[src/rtl/btsp_pkg.sv]
// Shared types and constants of the bencode token stream parser.
package btsp_pkg;

  localparam int RES_MAX = 3;
  localparam int RIDX_W  = 2;
  localparam int QDEPTH  = 4;
  localparam int QPTR_W  = $clog2(QDEPTH);

  localparam logic [7:0] CH_0     = 8'h30;
  localparam logic [7:0] CH_9     = 8'h39;
  localparam logic [7:0] CH_COLON = 8'h3A;
  localparam logic [7:0] CH_I     = 8'h69;
  localparam logic [7:0] CH_D     = 8'h64;
  localparam logic [7:0] CH_E     = 8'h65;

  localparam logic [1:0] SEEN_MAX = 2'd3;

  typedef enum logic [1:0] {
    EV_BYTE = 2'd0,
    EV_END  = 2'd1,
    EV_EOI  = 2'd2
  } ev_t;

  typedef enum logic [1:0] {
    ST_OK     = 2'd0,
    ST_TRUNC  = 2'd1,
    ST_UNTERM = 2'd2,
    ST_SAT    = 2'd3
  } status_t;

  localparam logic KIND_STR = 1'b0;
  localparam logic KIND_INT = 1'b1;

  typedef struct packed {
    ev_t        ev;
    logic [7:0] data;
    logic       kind;
    status_t    status;
  } res_t;

  // All results caused by one input byte, oldest in slot 0.
  typedef struct packed {
    logic [RIDX_W-1:0]     n;
    res_t [RES_MAX-1:0]    res;
  } bundle_t;

  function automatic res_t mk_res(ev_t ev, logic [7:0] data, logic kind, status_t status);
    res_t r;
    r.ev     = ev;
    r.data   = data;
    r.kind   = kind;
    r.status = status;
    return r;
  endfunction

endpackage

[src/rtl/btsp_front.sv]
// Front end: parser state and per-byte classification into result bundles.
module btsp_front #(
  parameter int LEN_BITS = 24
) (
  input  logic               clk,
  input  logic               rst_n,
  input  logic               accept,
  input  logic [7:0]         in_byte,
  input  logic               in_final_byte,
  output logic               q_push,
  output btsp_pkg::bundle_t  q_bundle
);
  import btsp_pkg::*;

  typedef enum logic [1:0] {
    MODE_START, MODE_SINGLE, MODE_SCAN, MODE_NONE
  } mode_t;

  typedef enum logic [2:0] {
    PH_IDLE, PH_LEN, PH_LENTAIL, PH_DATA, PH_INT, PH_DONE
  } phase_t;

  mode_t               mode_r, mode_nxt;
  phase_t              phase_r, phase_nxt;
  logic [LEN_BITS-1:0] cnt_r, cnt_nxt, cnt_dec;
  logic [1:0]          seen_r, seen_nxt;
  logic                ovf_r, ovf_nxt;
  logic [LEN_BITS+3:0] len_ext, len_v;
  logic                is_digit;
  logic [3:0]          dval;
  logic [RIDX_W-1:0]   n_v;
  res_t [RES_MAX-1:0]  res_v;
  phase_t              done_phase;
  status_t             end_st;

  assign is_digit   = (in_byte >= CH_0) && (in_byte <= CH_9);
  assign dval       = in_byte[3:0];
  assign len_ext    = {4'b0, cnt_r};
  // length * 10 + digit as shift-add
  assign len_v      = (len_ext << 3) + (len_ext << 1) + {{LEN_BITS{1'b0}}, dval};
  assign cnt_dec    = cnt_r - {{(LEN_BITS-1){1'b0}}, 1'b1};
  assign done_phase = (mode_r == MODE_SCAN) ? PH_IDLE : PH_DONE;
  assign end_st     = ovf_r ? ST_SAT : ST_OK;

  always_comb begin
    mode_nxt  = mode_r;
    phase_nxt = phase_r;
    cnt_nxt   = cnt_r;
    ovf_nxt   = ovf_r;
    seen_nxt  = (seen_r == SEEN_MAX) ? SEEN_MAX : seen_r + 2'd1;
    n_v       = '0;
    res_v     = '0;

    if (in_final_byte && (seen_r < 2'd2)) begin
      // short input: one empty string element
      res_v[n_v] = mk_res(EV_END, 8'h00, KIND_STR, ST_OK);
      n_v = n_v + 2'd1;
      res_v[n_v] = mk_res(EV_EOI, 8'h00, KIND_STR, ST_OK);
      n_v = n_v + 2'd1;
      mode_nxt  = MODE_START;
      phase_nxt = PH_IDLE;
      cnt_nxt   = '0;
      seen_nxt  = '0;
      ovf_nxt   = 1'b0;
    end else begin
      if (mode_r == MODE_START) begin
        if (is_digit) begin
          mode_nxt  = MODE_SINGLE;
          phase_nxt = PH_LEN;
          cnt_nxt   = {{(LEN_BITS-4){1'b0}}, dval};
          ovf_nxt   = 1'b0;
        end else if (in_byte == CH_I) begin
          mode_nxt  = MODE_SINGLE;
          phase_nxt = PH_INT;
        end else if (in_byte == CH_D) begin
          mode_nxt  = MODE_SCAN;
          phase_nxt = PH_IDLE;
        end else begin
          mode_nxt  = MODE_NONE;
          phase_nxt = PH_DONE;
        end
      end else begin
        unique case (phase_r)
          PH_IDLE: begin
            if (is_digit) begin
              phase_nxt = PH_LEN;
              cnt_nxt   = {{(LEN_BITS-4){1'b0}}, dval};
              ovf_nxt   = 1'b0;
            end else if (in_byte == CH_I) begin
              phase_nxt = PH_INT;
            end
          end
          PH_LEN, PH_LENTAIL: begin
            if (is_digit && (phase_r == PH_LEN)) begin
              if (|len_v[LEN_BITS+3:LEN_BITS]) begin
                cnt_nxt = '1;
                ovf_nxt = 1'b1;
              end else begin
                cnt_nxt = len_v[LEN_BITS-1:0];
              end
            end else if (in_byte == CH_COLON) begin
              if (cnt_r == '0) begin
                res_v[n_v] = mk_res(EV_END, 8'h00, KIND_STR, end_st);
                n_v = n_v + 2'd1;
                phase_nxt = done_phase;
                cnt_nxt   = '0;
                ovf_nxt   = 1'b0;
              end else begin
                phase_nxt = PH_DATA;
              end
            end else if (phase_r == PH_LEN) begin
              phase_nxt = PH_LENTAIL;
            end
          end
          PH_DATA: begin
            res_v[n_v] = mk_res(EV_BYTE, in_byte, KIND_STR, ST_OK);
            n_v = n_v + 2'd1;
            if (cnt_dec == '0) begin
              res_v[n_v] = mk_res(EV_END, 8'h00, KIND_STR, end_st);
              n_v = n_v + 2'd1;
              phase_nxt = done_phase;
              cnt_nxt   = '0;
              ovf_nxt   = 1'b0;
            end else begin
              cnt_nxt = cnt_dec;
            end
          end
          PH_INT: begin
            if (in_byte == CH_E) begin
              res_v[n_v] = mk_res(EV_END, 8'h00, KIND_INT, ST_OK);
              n_v = n_v + 2'd1;
              phase_nxt = done_phase;
              cnt_nxt   = '0;
              ovf_nxt   = 1'b0;
            end else begin
              res_v[n_v] = mk_res(EV_BYTE, in_byte, KIND_INT, ST_OK);
              n_v = n_v + 2'd1;
            end
          end
          default: begin
          end
        endcase
      end

      if (in_final_byte) begin
        // close whatever token is still open, then mark end of input
        if ((phase_nxt == PH_LEN) || (phase_nxt == PH_LENTAIL)) begin
          res_v[n_v] = mk_res(EV_END, 8'h00, KIND_STR, ST_UNTERM);
          n_v = n_v + 2'd1;
        end else if (phase_nxt == PH_INT) begin
          res_v[n_v] = mk_res(EV_END, 8'h00, KIND_INT, ST_UNTERM);
          n_v = n_v + 2'd1;
        end else if (phase_nxt == PH_DATA) begin
          res_v[n_v] = mk_res(EV_END, 8'h00, KIND_STR, ovf_nxt ? ST_SAT : ST_TRUNC);
          n_v = n_v + 2'd1;
        end
        res_v[n_v] = mk_res(EV_EOI, 8'h00, KIND_STR, ST_OK);
        n_v = n_v + 2'd1;
        mode_nxt  = MODE_START;
        phase_nxt = PH_IDLE;
        cnt_nxt   = '0;
        seen_nxt  = '0;
        ovf_nxt   = 1'b0;
      end
    end
  end

  assign q_push       = accept && (n_v != '0);
  assign q_bundle.n   = n_v;
  assign q_bundle.res = res_v;

  always_ff @(posedge clk) begin
    if (!rst_n) begin
      mode_r  <= MODE_START;
      phase_r <= PH_IDLE;
      cnt_r   <= '0;
      seen_r  <= '0;
      ovf_r   <= 1'b0;
    end else if (accept) begin
      mode_r  <= mode_nxt;
      phase_r <= phase_nxt;
      cnt_r   <= cnt_nxt;
      seen_r  <= seen_nxt;
      ovf_r   <= ovf_nxt;
    end
  end

endmodule

[src/rtl/btsp_queue.sv]
// Short bundle queue between the parser front end and the result back end.
module btsp_queue (
  input  logic               clk,
  input  logic               rst_n,
  input  logic               q_push,
  input  btsp_pkg::bundle_t  q_wdata,
  input  logic               q_pop,
  output btsp_pkg::bundle_t  q_head,
  output logic               q_full,
  output logic               q_empty
);
  import btsp_pkg::*;

  bundle_t             slot_r [QDEPTH];
  logic [QPTR_W-1:0]   wr_ptr_r, rd_ptr_r;
  logic [QPTR_W:0]     count_r;
  logic                do_push, do_pop;

  assign q_full  = (count_r == (QPTR_W+1)'(QDEPTH));
  assign q_empty = (count_r == '0);
  assign do_push = q_push && !q_full;
  assign do_pop  = q_pop && !q_empty;
  assign q_head  = slot_r[rd_ptr_r];

  always_ff @(posedge clk) begin
    if (!rst_n) begin
      wr_ptr_r <= '0;
      rd_ptr_r <= '0;
      count_r  <= '0;
    end else begin
      if (do_push) wr_ptr_r <= wr_ptr_r + (QPTR_W)'(1);
      if (do_pop)  rd_ptr_r <= rd_ptr_r + (QPTR_W)'(1);
      if (do_push && !do_pop)      count_r <= count_r + (QPTR_W+1)'(1);
      else if (do_pop && !do_push) count_r <= count_r - (QPTR_W+1)'(1);
    end
  end

  always_ff @(posedge clk) begin
    if (do_push) slot_r[wr_ptr_r] <= q_wdata;
  end

endmodule

[src/rtl/btsp_back.sv]
// Back end: walks the head bundle and drives the result output register.
module btsp_back (
  input  logic                   clk,
  input  logic                   rst_n,
  input  btsp_pkg::bundle_t      q_head,
  input  logic                   q_empty,
  output logic                   q_pop,
  input  logic                   out_pop,
  output logic                   out_empty,
  output btsp_pkg::res_t         out_res,
  output logic                   out_run_last
);
  import btsp_pkg::*;

  logic                 out_valid_r;
  res_t                 out_res_r;
  logic                 run_last_r;
  logic [RIDX_W-1:0]    idx_r;
  logic                 load, is_last;

  assign load    = (!out_valid_r || out_pop) && !q_empty;
  assign is_last = (idx_r == (q_head.n - 2'd1));
  // release the bundle once its last result moves out
  assign q_pop   = load && is_last;

  always_ff @(posedge clk) begin
    if (!rst_n) begin
      out_valid_r <= 1'b0;
      idx_r       <= '0;
    end else if (load) begin
      out_valid_r <= 1'b1;
      idx_r       <= is_last ? '0 : idx_r + 2'd1;
    end else if (out_pop) begin
      out_valid_r <= 1'b0;
    end
  end

  always_ff @(posedge clk) begin
    if (load) begin
      out_res_r  <= q_head.res[idx_r];
      run_last_r <= is_last;
    end
  end

  assign out_empty    = !out_valid_r;
  assign out_res      = out_res_r;
  assign out_run_last = run_last_r;

endmodule

[src/rtl/bencode_token_stream_parser_core.sv]
// Top level of the bencode token stream parser.
//
//  channel | ports                                       | transfer when
//  --------+---------------------------------------------+----------------------
//  input   | in_byte, in_final_byte, in_push, in_full     | in_push & !in_full
//  result  | out_event_res, out_data, out_element_kind,  | out_pop & !out_empty
//          | out_status, out_run_last, out_empty, out_pop |
//
// One byte is taken per cycle while in_full is low. The output register moves one
// result per cycle while out_pop keeps it free; a byte's results pass through the
// queue and then the output register. The four-bundle queue between parser and output
// absorbs bursts; in_full rises when it is full. rst_n is synchronous and returns the
// parser to the start of a new input and empties the queue.
module bencode_token_stream_parser_core #(
  parameter int LEN_BITS = 24
) (
  input  logic       clk,
  input  logic       rst_n,
  input  logic [7:0] in_byte,
  input  logic       in_final_byte,
  input  logic       in_push,
  output logic       in_full,
  output logic [1:0] out_event_res,
  output logic [7:0] out_data,
  output logic       out_element_kind,
  output logic [1:0] out_status,
  output logic       out_run_last,
  output logic       out_empty,
  input  logic       out_pop
);
  import btsp_pkg::*;

  logic    accept;
  logic    q_push, q_pop, q_empty;
  bundle_t q_wdata, q_head;
  res_t    out_res;

  assign accept = in_push && !in_full;

  btsp_front #(.LEN_BITS(LEN_BITS)) u_front (
    .clk           (clk),
    .rst_n         (rst_n),
    .accept        (accept),
    .in_byte       (in_byte),
    .in_final_byte (in_final_byte),
    .q_push        (q_push),
    .q_bundle      (q_wdata)
  );

  btsp_queue u_queue (
    .clk     (clk),
    .rst_n   (rst_n),
    .q_push  (q_push),
    .q_wdata (q_wdata),
    .q_pop   (q_pop),
    .q_head  (q_head),
    .q_full  (in_full),
    .q_empty (q_empty)
  );

  btsp_back u_back (
    .clk          (clk),
    .rst_n        (rst_n),
    .q_head       (q_head),
    .q_empty      (q_empty),
    .q_pop        (q_pop),
    .out_pop      (out_pop),
    .out_empty    (out_empty),
    .out_res      (out_res),
    .out_run_last (out_run_last)
  );

  assign out_event_res    = out_res.ev;
  assign out_data         = out_res.data;
  assign out_element_kind = out_res.kind;
  assign out_status       = out_res.status;

  a_final_gives_eoi: assert property (@(posedge clk) disable iff (!rst_n)
    accept && in_final_byte |-> q_push && (q_wdata.res[q_wdata.n - 2'd1].ev == EV_EOI))
    else $error("final byte without end-of-input result");

  a_eoi_is_last: assert property (@(posedge clk) disable iff (!rst_n)
    !out_empty && (out_event_res == EV_EOI) |-> out_run_last)
    else $error("end-of-input result not marked last");

  a_pop_not_empty: assert property (@(posedge clk) disable iff (!rst_n)
    q_pop |-> !q_empty)
    else $error("bundle released from empty queue");

  a_push_fits: assert property (@(posedge clk) disable iff (!rst_n)
    q_push |-> !in_full)
    else $error("bundle pushed into full queue");

endmodule
[config.mk]
export PLATFORM = sky130hd
export DESIGN_NAME = bencode_token_stream_parser_core
export DESIGN_NICKNAME = d
export VERILOG_FILES = /design/src/rtl/btsp_pkg.sv /design/src/rtl/btsp_front.sv /design/src/rtl/btsp_queue.sv /design/src/rtl/btsp_back.sv /design/src/rtl/bencode_token_stream_parser_core.sv
export SDC_FILE = /design/constraint.sdc
export NUM_CORES = 1
export LEC_CHECK = 0
export BUFFER_PORTS_ARGS = -buffer_cell sky130_fd_sc_hd__buf_4
export CORE_ASPECT_RATIO = 1.75
export CORE_MARGIN = 1.5
export CORE_UTILIZATION = 60
export DETAILED_ROUTE_END_ITERATION = 7
export GPL_ROUTABILITY_DRIVEN = 0
export PLACE_DENSITY = 0.88
export SLEW_MARGIN = 20
export SYNTH_ARGS = -nofsm -noshare
export SYNTH_HDL_FRONTEND = slang
export SYNTH_HIERARCHICAL = 1
export SYNTH_SLANG_ARGS = --single-unit
[constraint.sdc]
create_clock -name clk -period 14.9 [get_ports clk]
set_input_delay 1.49 -clock clk [delete_from_list [all_inputs] [get_ports clk]]
set_output_delay 1.49 -clock clk [all_outputs]
set_load 0.05 [all_outputs]
Yosys cells after proc, flatten, opt, wreduce, memory -nomap -nowiden
Memories as Yosys holds them, arrays and structs flattened. A register that Yosys moved wholly into a read port is not among the register bits.
Index checks and enable logic that the tools add are counted.
Storage, ports and cells
  output and inout port bits: 16
  bits of input ports: 13
  bits in writable memories: 164
  word-level logic and storage cells: 196
  register bits: 56
  memories kept: 1
Memory list
  u_queue.slot_r: words 4, width 41, rd ports 1, clocked after Yosys merged registers in 1, wr ports 1, line btsp_queue.sv:14  | bundle_t slot_r [QDEPTH];
Cells by class
  add/subtract/negate cells: 12
  equality and inequality tests: 19
  multiplexer cells: 98
  reductions and logical operators: 34
  $lt $le $gt $ge: 8
  bitwise gates (word level): 9
Operators with widths (count)
  $mux W24: 10
  $mux W39: 6
  $pmux W24 S4: 1
  $mux W13: 6
  $mux W26: 3
  $mux W3: 18
  $demux W13 S2: 2
  $mux W2: 25
  $logic_not A24 Y1: 2
  $mux W12: 4
  $bwmux W39: 1
  $pmux W13 S3: 1
  $and A36 B36 Y36: 1
  $not A36 Y36: 1
  $and A22 B33 Y33: 1
  $not A33 Y33: 1
  $and A20 B30 Y30: 1
  $not A30 Y30: 1
  $add A27 B25 Y28: 1
  $add A28 B4 Y28: 1
  $bmux W13 S2: 1
  $eq A8 B7 Y1 const B: 3
  $sub A24 B1 Y24 const B: 1
  $mux W1: 17
  35 further kinds: 71

Logic depth before layout (Yosys ltp)
  word-level depth: 24
  gate-level depth with buffers: 27

Modules after synthesis
Netlist, hierarchy kept.
Modules (own cells, without submodules)
  btsp_queue: cells an instance 263, times used 1, sequential area each 5104.9 um2, area an instance 6456.2 um2
  btsp_front: cells an instance 704, times used 1, sequential area each 640.6 um2, area an instance 5112.4 um2
  btsp_back: cells an instance 83, times used 1, sequential area each 480.5 um2, area an instance 917.1 um2
  bencode_token_stream_parser_core: cells an instance 1, times used 1, sequential area each 0.0 um2, area an instance 13.8 um2

Worst setup path before layout
No wires, ideal clock.
  path kind: input to register
  start point: in in_byte[7]
  end point: mem u_queue/slot_r[0][0] (netlist bit) (enable)
  buffers on the path: 3
  data arrival time: 5675 ps
  stages on the path: 20
  setup slack: 8823 ps
  path through: nand4bb_1 clkbuf_1 or4_1 nor4_1 nand2b_1 a21o_1 a21oi_1 a21oi_2 nand2b_4 xor2_2 buf_6 a21oi_2 ha_1 nand2_1 nand2_1 o21ai_1 o31a_1 nor2b_1 buf_6 and2_1
RTL lines
  start: declaration: line bencode_token_stream_parser_core.sv:19  | input logic [7:0] in_byte,
  end: declaration: line btsp_queue.sv:14

==> flow_summary_export.csv <==
group,metric,value,unit
floorplanning,ios,29,
clock_tree,cts_tree,"done",
clock_tree,cts_resized,0,
critical_path,path_cells,"inv_1 > ha_1 > or4b_1 > o41ai_1 > nand4_1 > or4b_1 > or4_4 > o21ai_4 > a21oi_2 > nand2b_4 > xor2_2 > xnor2_1 > ha_1 > nand2_1 > nand2_1 > o21ai_1 > o31a_1 > nor2b_1 > ha_1 > inv_1 > fa_1 > xor2_1 > or3_1 > a21boi_0",
synthesis,yosys.area.top_type_share,42.76,%
routing,drt_wl_total,28960,um
power_and_ir_drop,irDropWorstVdd,87.76,uV
worst_hold_path,hold_path.class,"register to register",
finish,areaGrowthSynthToFinish,7.317,%
run_status,failed_checks,"DRC",
power_and_ir_drop,seqPwrFrac,42.8,%
synthesis,syn_area_per_cell,11.89,um2
sta,skew,0.01660,ns
clock_tree,root_buffer,"clkbuf_16",
sta,fin_setup_tns,0,ns
routing,ant_nets,0,
critical_path,cpMostUsedCell,"ha_1",
routing,drtIter0Drc,842,
power_and_ir_drop,combPwrFrac,27.1,%
synthesis,synthesis.area,12500,um2
finish,fillCellCount,1413,
power_and_ir_drop,clkPwrFrac,30.1,%
global_routing,grt-ovfl-total,0,
clock_tree,cts.sinks,222,
sta,finalCritPeriodShare,48.16,%
global_routing,grt_pass1_vias,9155,
global_routing,use_met3,2.407,%
sta,max_slew_margin,35.19,%
floorplanning,coreArea,20370,um2
global_routing,busiest_layer,"met2",
critical_path,crit_path_end_kind,"register",
finish,antenna_cells,0,
place,dpl.hpwl,19230,um
routing,wire_per_inst,22.06,um
clock_tree,clk_pin_slew,0.07,ns
power_and_ir_drop,powerDensity,137.8,nW/um2
place,io_buffers,28,
finish,fin_nets,1128,
global_routing,grt_usage,26.64,%
clock_tree,cts_max_path_buffers,3,
floorplanning,rows,69,
power_and_ir_drop,power.switching,0.0005928,W
global_routing,grtUsageMet1,28.64,%
job,maxCapViolations,0,
power_and_ir_drop,p_sw_share,32.07,%
routing,routed_via_density,6.759,
floorplanning,die_w,112.1,um
synthesis,ys_ff_latch,222,
synthesis,synth_cell_types,88,
clock_tree,htree_levels,1,
critical_path,worst-r2r-cell-count,24,
clock_tree,cts_hold_buf,0,
clock_tree,cts_setup_buffers,0,
synthesis,ys_top_cells_by_area,"edfxtp_1 (43%), mux4_2 (7.2%), dfxtp_1 (7.0%)",
clock_tree,clock_latency,0.50,ns
sta,slew_violations,0,
critical_path,arrival,7.59,ns
finish,drive_gt1_share,13.62,%
synthesis,post-synth-top-area-cell,"edfxtp_1",
clock_tree,numCtsBuffers,19,
power_and_ir_drop,p_int,0.001256,W
routing,drc,2,
floorplanning,initial_core_util,61.35,%
synthesis,ys_seq_area_share,49.81,%
sta,timing.fmax,0.1393,GHz
global_routing,antenna_found_initial,0,
critical_path,setup.worst_path.class,"register to register",
power_and_ir_drop,p_total,0.001848,W
synthesis,synth_flop_cell,"edfxtp_1",
critical_path,slowest_delay,0.57,ns
global_routing,use_met2,50.37,%
synthesis,syn_inst,1051,
sta,post-route-min-period,7.176,ns
worst_hold_path,hold_depth,2,
power_and_ir_drop,p_leak,5.122,nW
critical_path,cp-start-kind,"register",
critical_path,worst_ep_required_time,15.32,ns
sta,hold_viol,0,
sta,setup_viol,0,
critical_path,crit_fanout,13,
synthesis,synthArstFlopShare,0,%
sta,tightest_slew,0.9686,ns
run_status,status,"finished with violations",
routing,vias,8874,
floorplanning,die_h,193.9,um
global_routing,grt_pass1_wl,45940,um
synthesis,yosysWarnings,6,
sta,rsz0062_at_grt,"false",
floorplanning,die-area,21740,um2
routing,firstDrtPassIters,8,
global_routing,grt_max_degree,42,
critical_path,slowest_stage,"xor2_2",
synthesis,synth_edf_count,178,
[state kept, by name, summed over array words and instances (netlist names), named ones only]
signal and flops:
u_back/out_run_last 1, u_back/out_res 13, u_queue/count_r 3, u_front/cnt_r 24, u_queue/wr_ptr_r 2, u_queue/slot_r 164
u_front/ovf_r 1, u_front/seen_r 2, u_back/out_valid_r 1, u_queue/rd_ptr_r 2, u_back/idx_r 2, u_front/mode_r 2
u_front/phase_r 3
[kinds of logic (layout without fill, tap and decap cells)]
logic type / after synthesis / count (layout) / share of synthesized area (%)
fa+ha+maj: 63 / 63 / 6.487
compound gates: 252 / 252 / 14.01
buf+inv: 106 / 105 / 4.645
simple gates: 301 / 301 / 12.73
xor+xnor: 44 / 44 / 3.143
flops: 222 / 222 / 49.81
mux: 62 / 62 / 9.139
other cells: 1 / 16 / 0.03000
[layout make-up]
class                      count  area (um2)  share of cell area [%]
clock buffer                  21       483.0                   3.600
inverter                      35       131.4                  0.9794
multi-input combinational    738        5761                   42.94
clock inverter                13       217.7                   1.623
sequential                   222        6228                   46.43
tap                          248       310.3                   2.313
timing repair buffer          36       282.8                   2.108
[stage by stage]
stage	instance area, um2	utilization, %	hold slack (ns)	instances	setup WS, ns
final	13410	65.84	0.5076	1313	7.724
after global routing	13410	65.84	0.5526	1313	7.230
after CTS	13390	65.71	0.5073	1312	7.915
after detailed placement	12690	62.27	0.4966	1278	7.823
after global placement	12690	62.27	0.4848	1278	8.048
after floorplan	12560	-	0.4677	1066	8.823
[power by group through the flow]
| stage | Clock [W] | Combinational [W] | Sequential, W |
|---|---|---|---|
| after floorplan | 0 | 0.000324 | 0.000858 |
| after global placement | 0 | 0.000478 | 0.000798 |
| after detailed placement | 0 | 0.000489 | 0.000803 |
| after CTS | 0.000559 | 0.000495 | 0.000791 |
| after global routing | 0.000582 | 0.000534 | 0.000796 |
| final | 0.000556 | 0.000501 | 0.000791 |
[placed cells by master (no fill, tap or decap), types with 27 or more instances in the layout]
cell type    n
a21oi_1     47
buf_4       35
dfxtp_1     42
edfxtp_1   178
ha_1        60
inv_1       33
mux4_2      40
nand2_1     71
nor2_1      67
o21ai_0     42
xnor2_1     27
[path summary, 6_finish.rpt]
path                                     startpoint                   to  slack (ns)
worst min register to register  u_queue/wr_ptr_r[1]  u_queue/wr_ptr_r[1]        0.51
worst max-delay path               u_front/cnt_r[0]   u_queue/count_r[2]        7.72
worst min-delay path            u_queue/wr_ptr_r[1]  u_queue/wr_ptr_r[1]        0.51
worst max register to register     u_front/cnt_r[0]   u_queue/count_r[2]        7.72
[critical path: cells and delay by family, from the launching register on]
kind / cells / cell delay (ns)
flip-flops: 1 / 0.41
AND/OR/NAND/NOR: 9 / 2.85
adder cells (fa/ha/maj): 4 / 1.22
AO/OA/AOI/OAI: 6 / 1.46
buffers and inverters: 2 / 0.21
XOR/XNOR: 3 / 0.92
[synth_stat cells, drive strengths merged (7+ instances only)]
master  number
a211o        7
a211oi       7
a21o        26
a21oi       49
a22oi       23
a31oi       11
and2        22
buf         36
clkbuf      35
dfxtp       44
edfxtp     178
ha          60
inv         35
mux2i       20
mux4        41
nand2       71
nand2b      15
nand3       19
nand4       11
nor2        68
nor2b       20
nor3        18
o211ai       7
o21a         7
o21ai       52
o22ai        8
o31ai        9
o41ai        7
or3          8
or4         12
xnor2       27
xor2        17
[routing by layer]
metal  share of wire (%)  wire [um]
met5                   0          0
met3                 5.1       1484
met2                  54      15630
met1                  35      10270
met4                 5.4       1577
(Power assumes the default switching activity.)
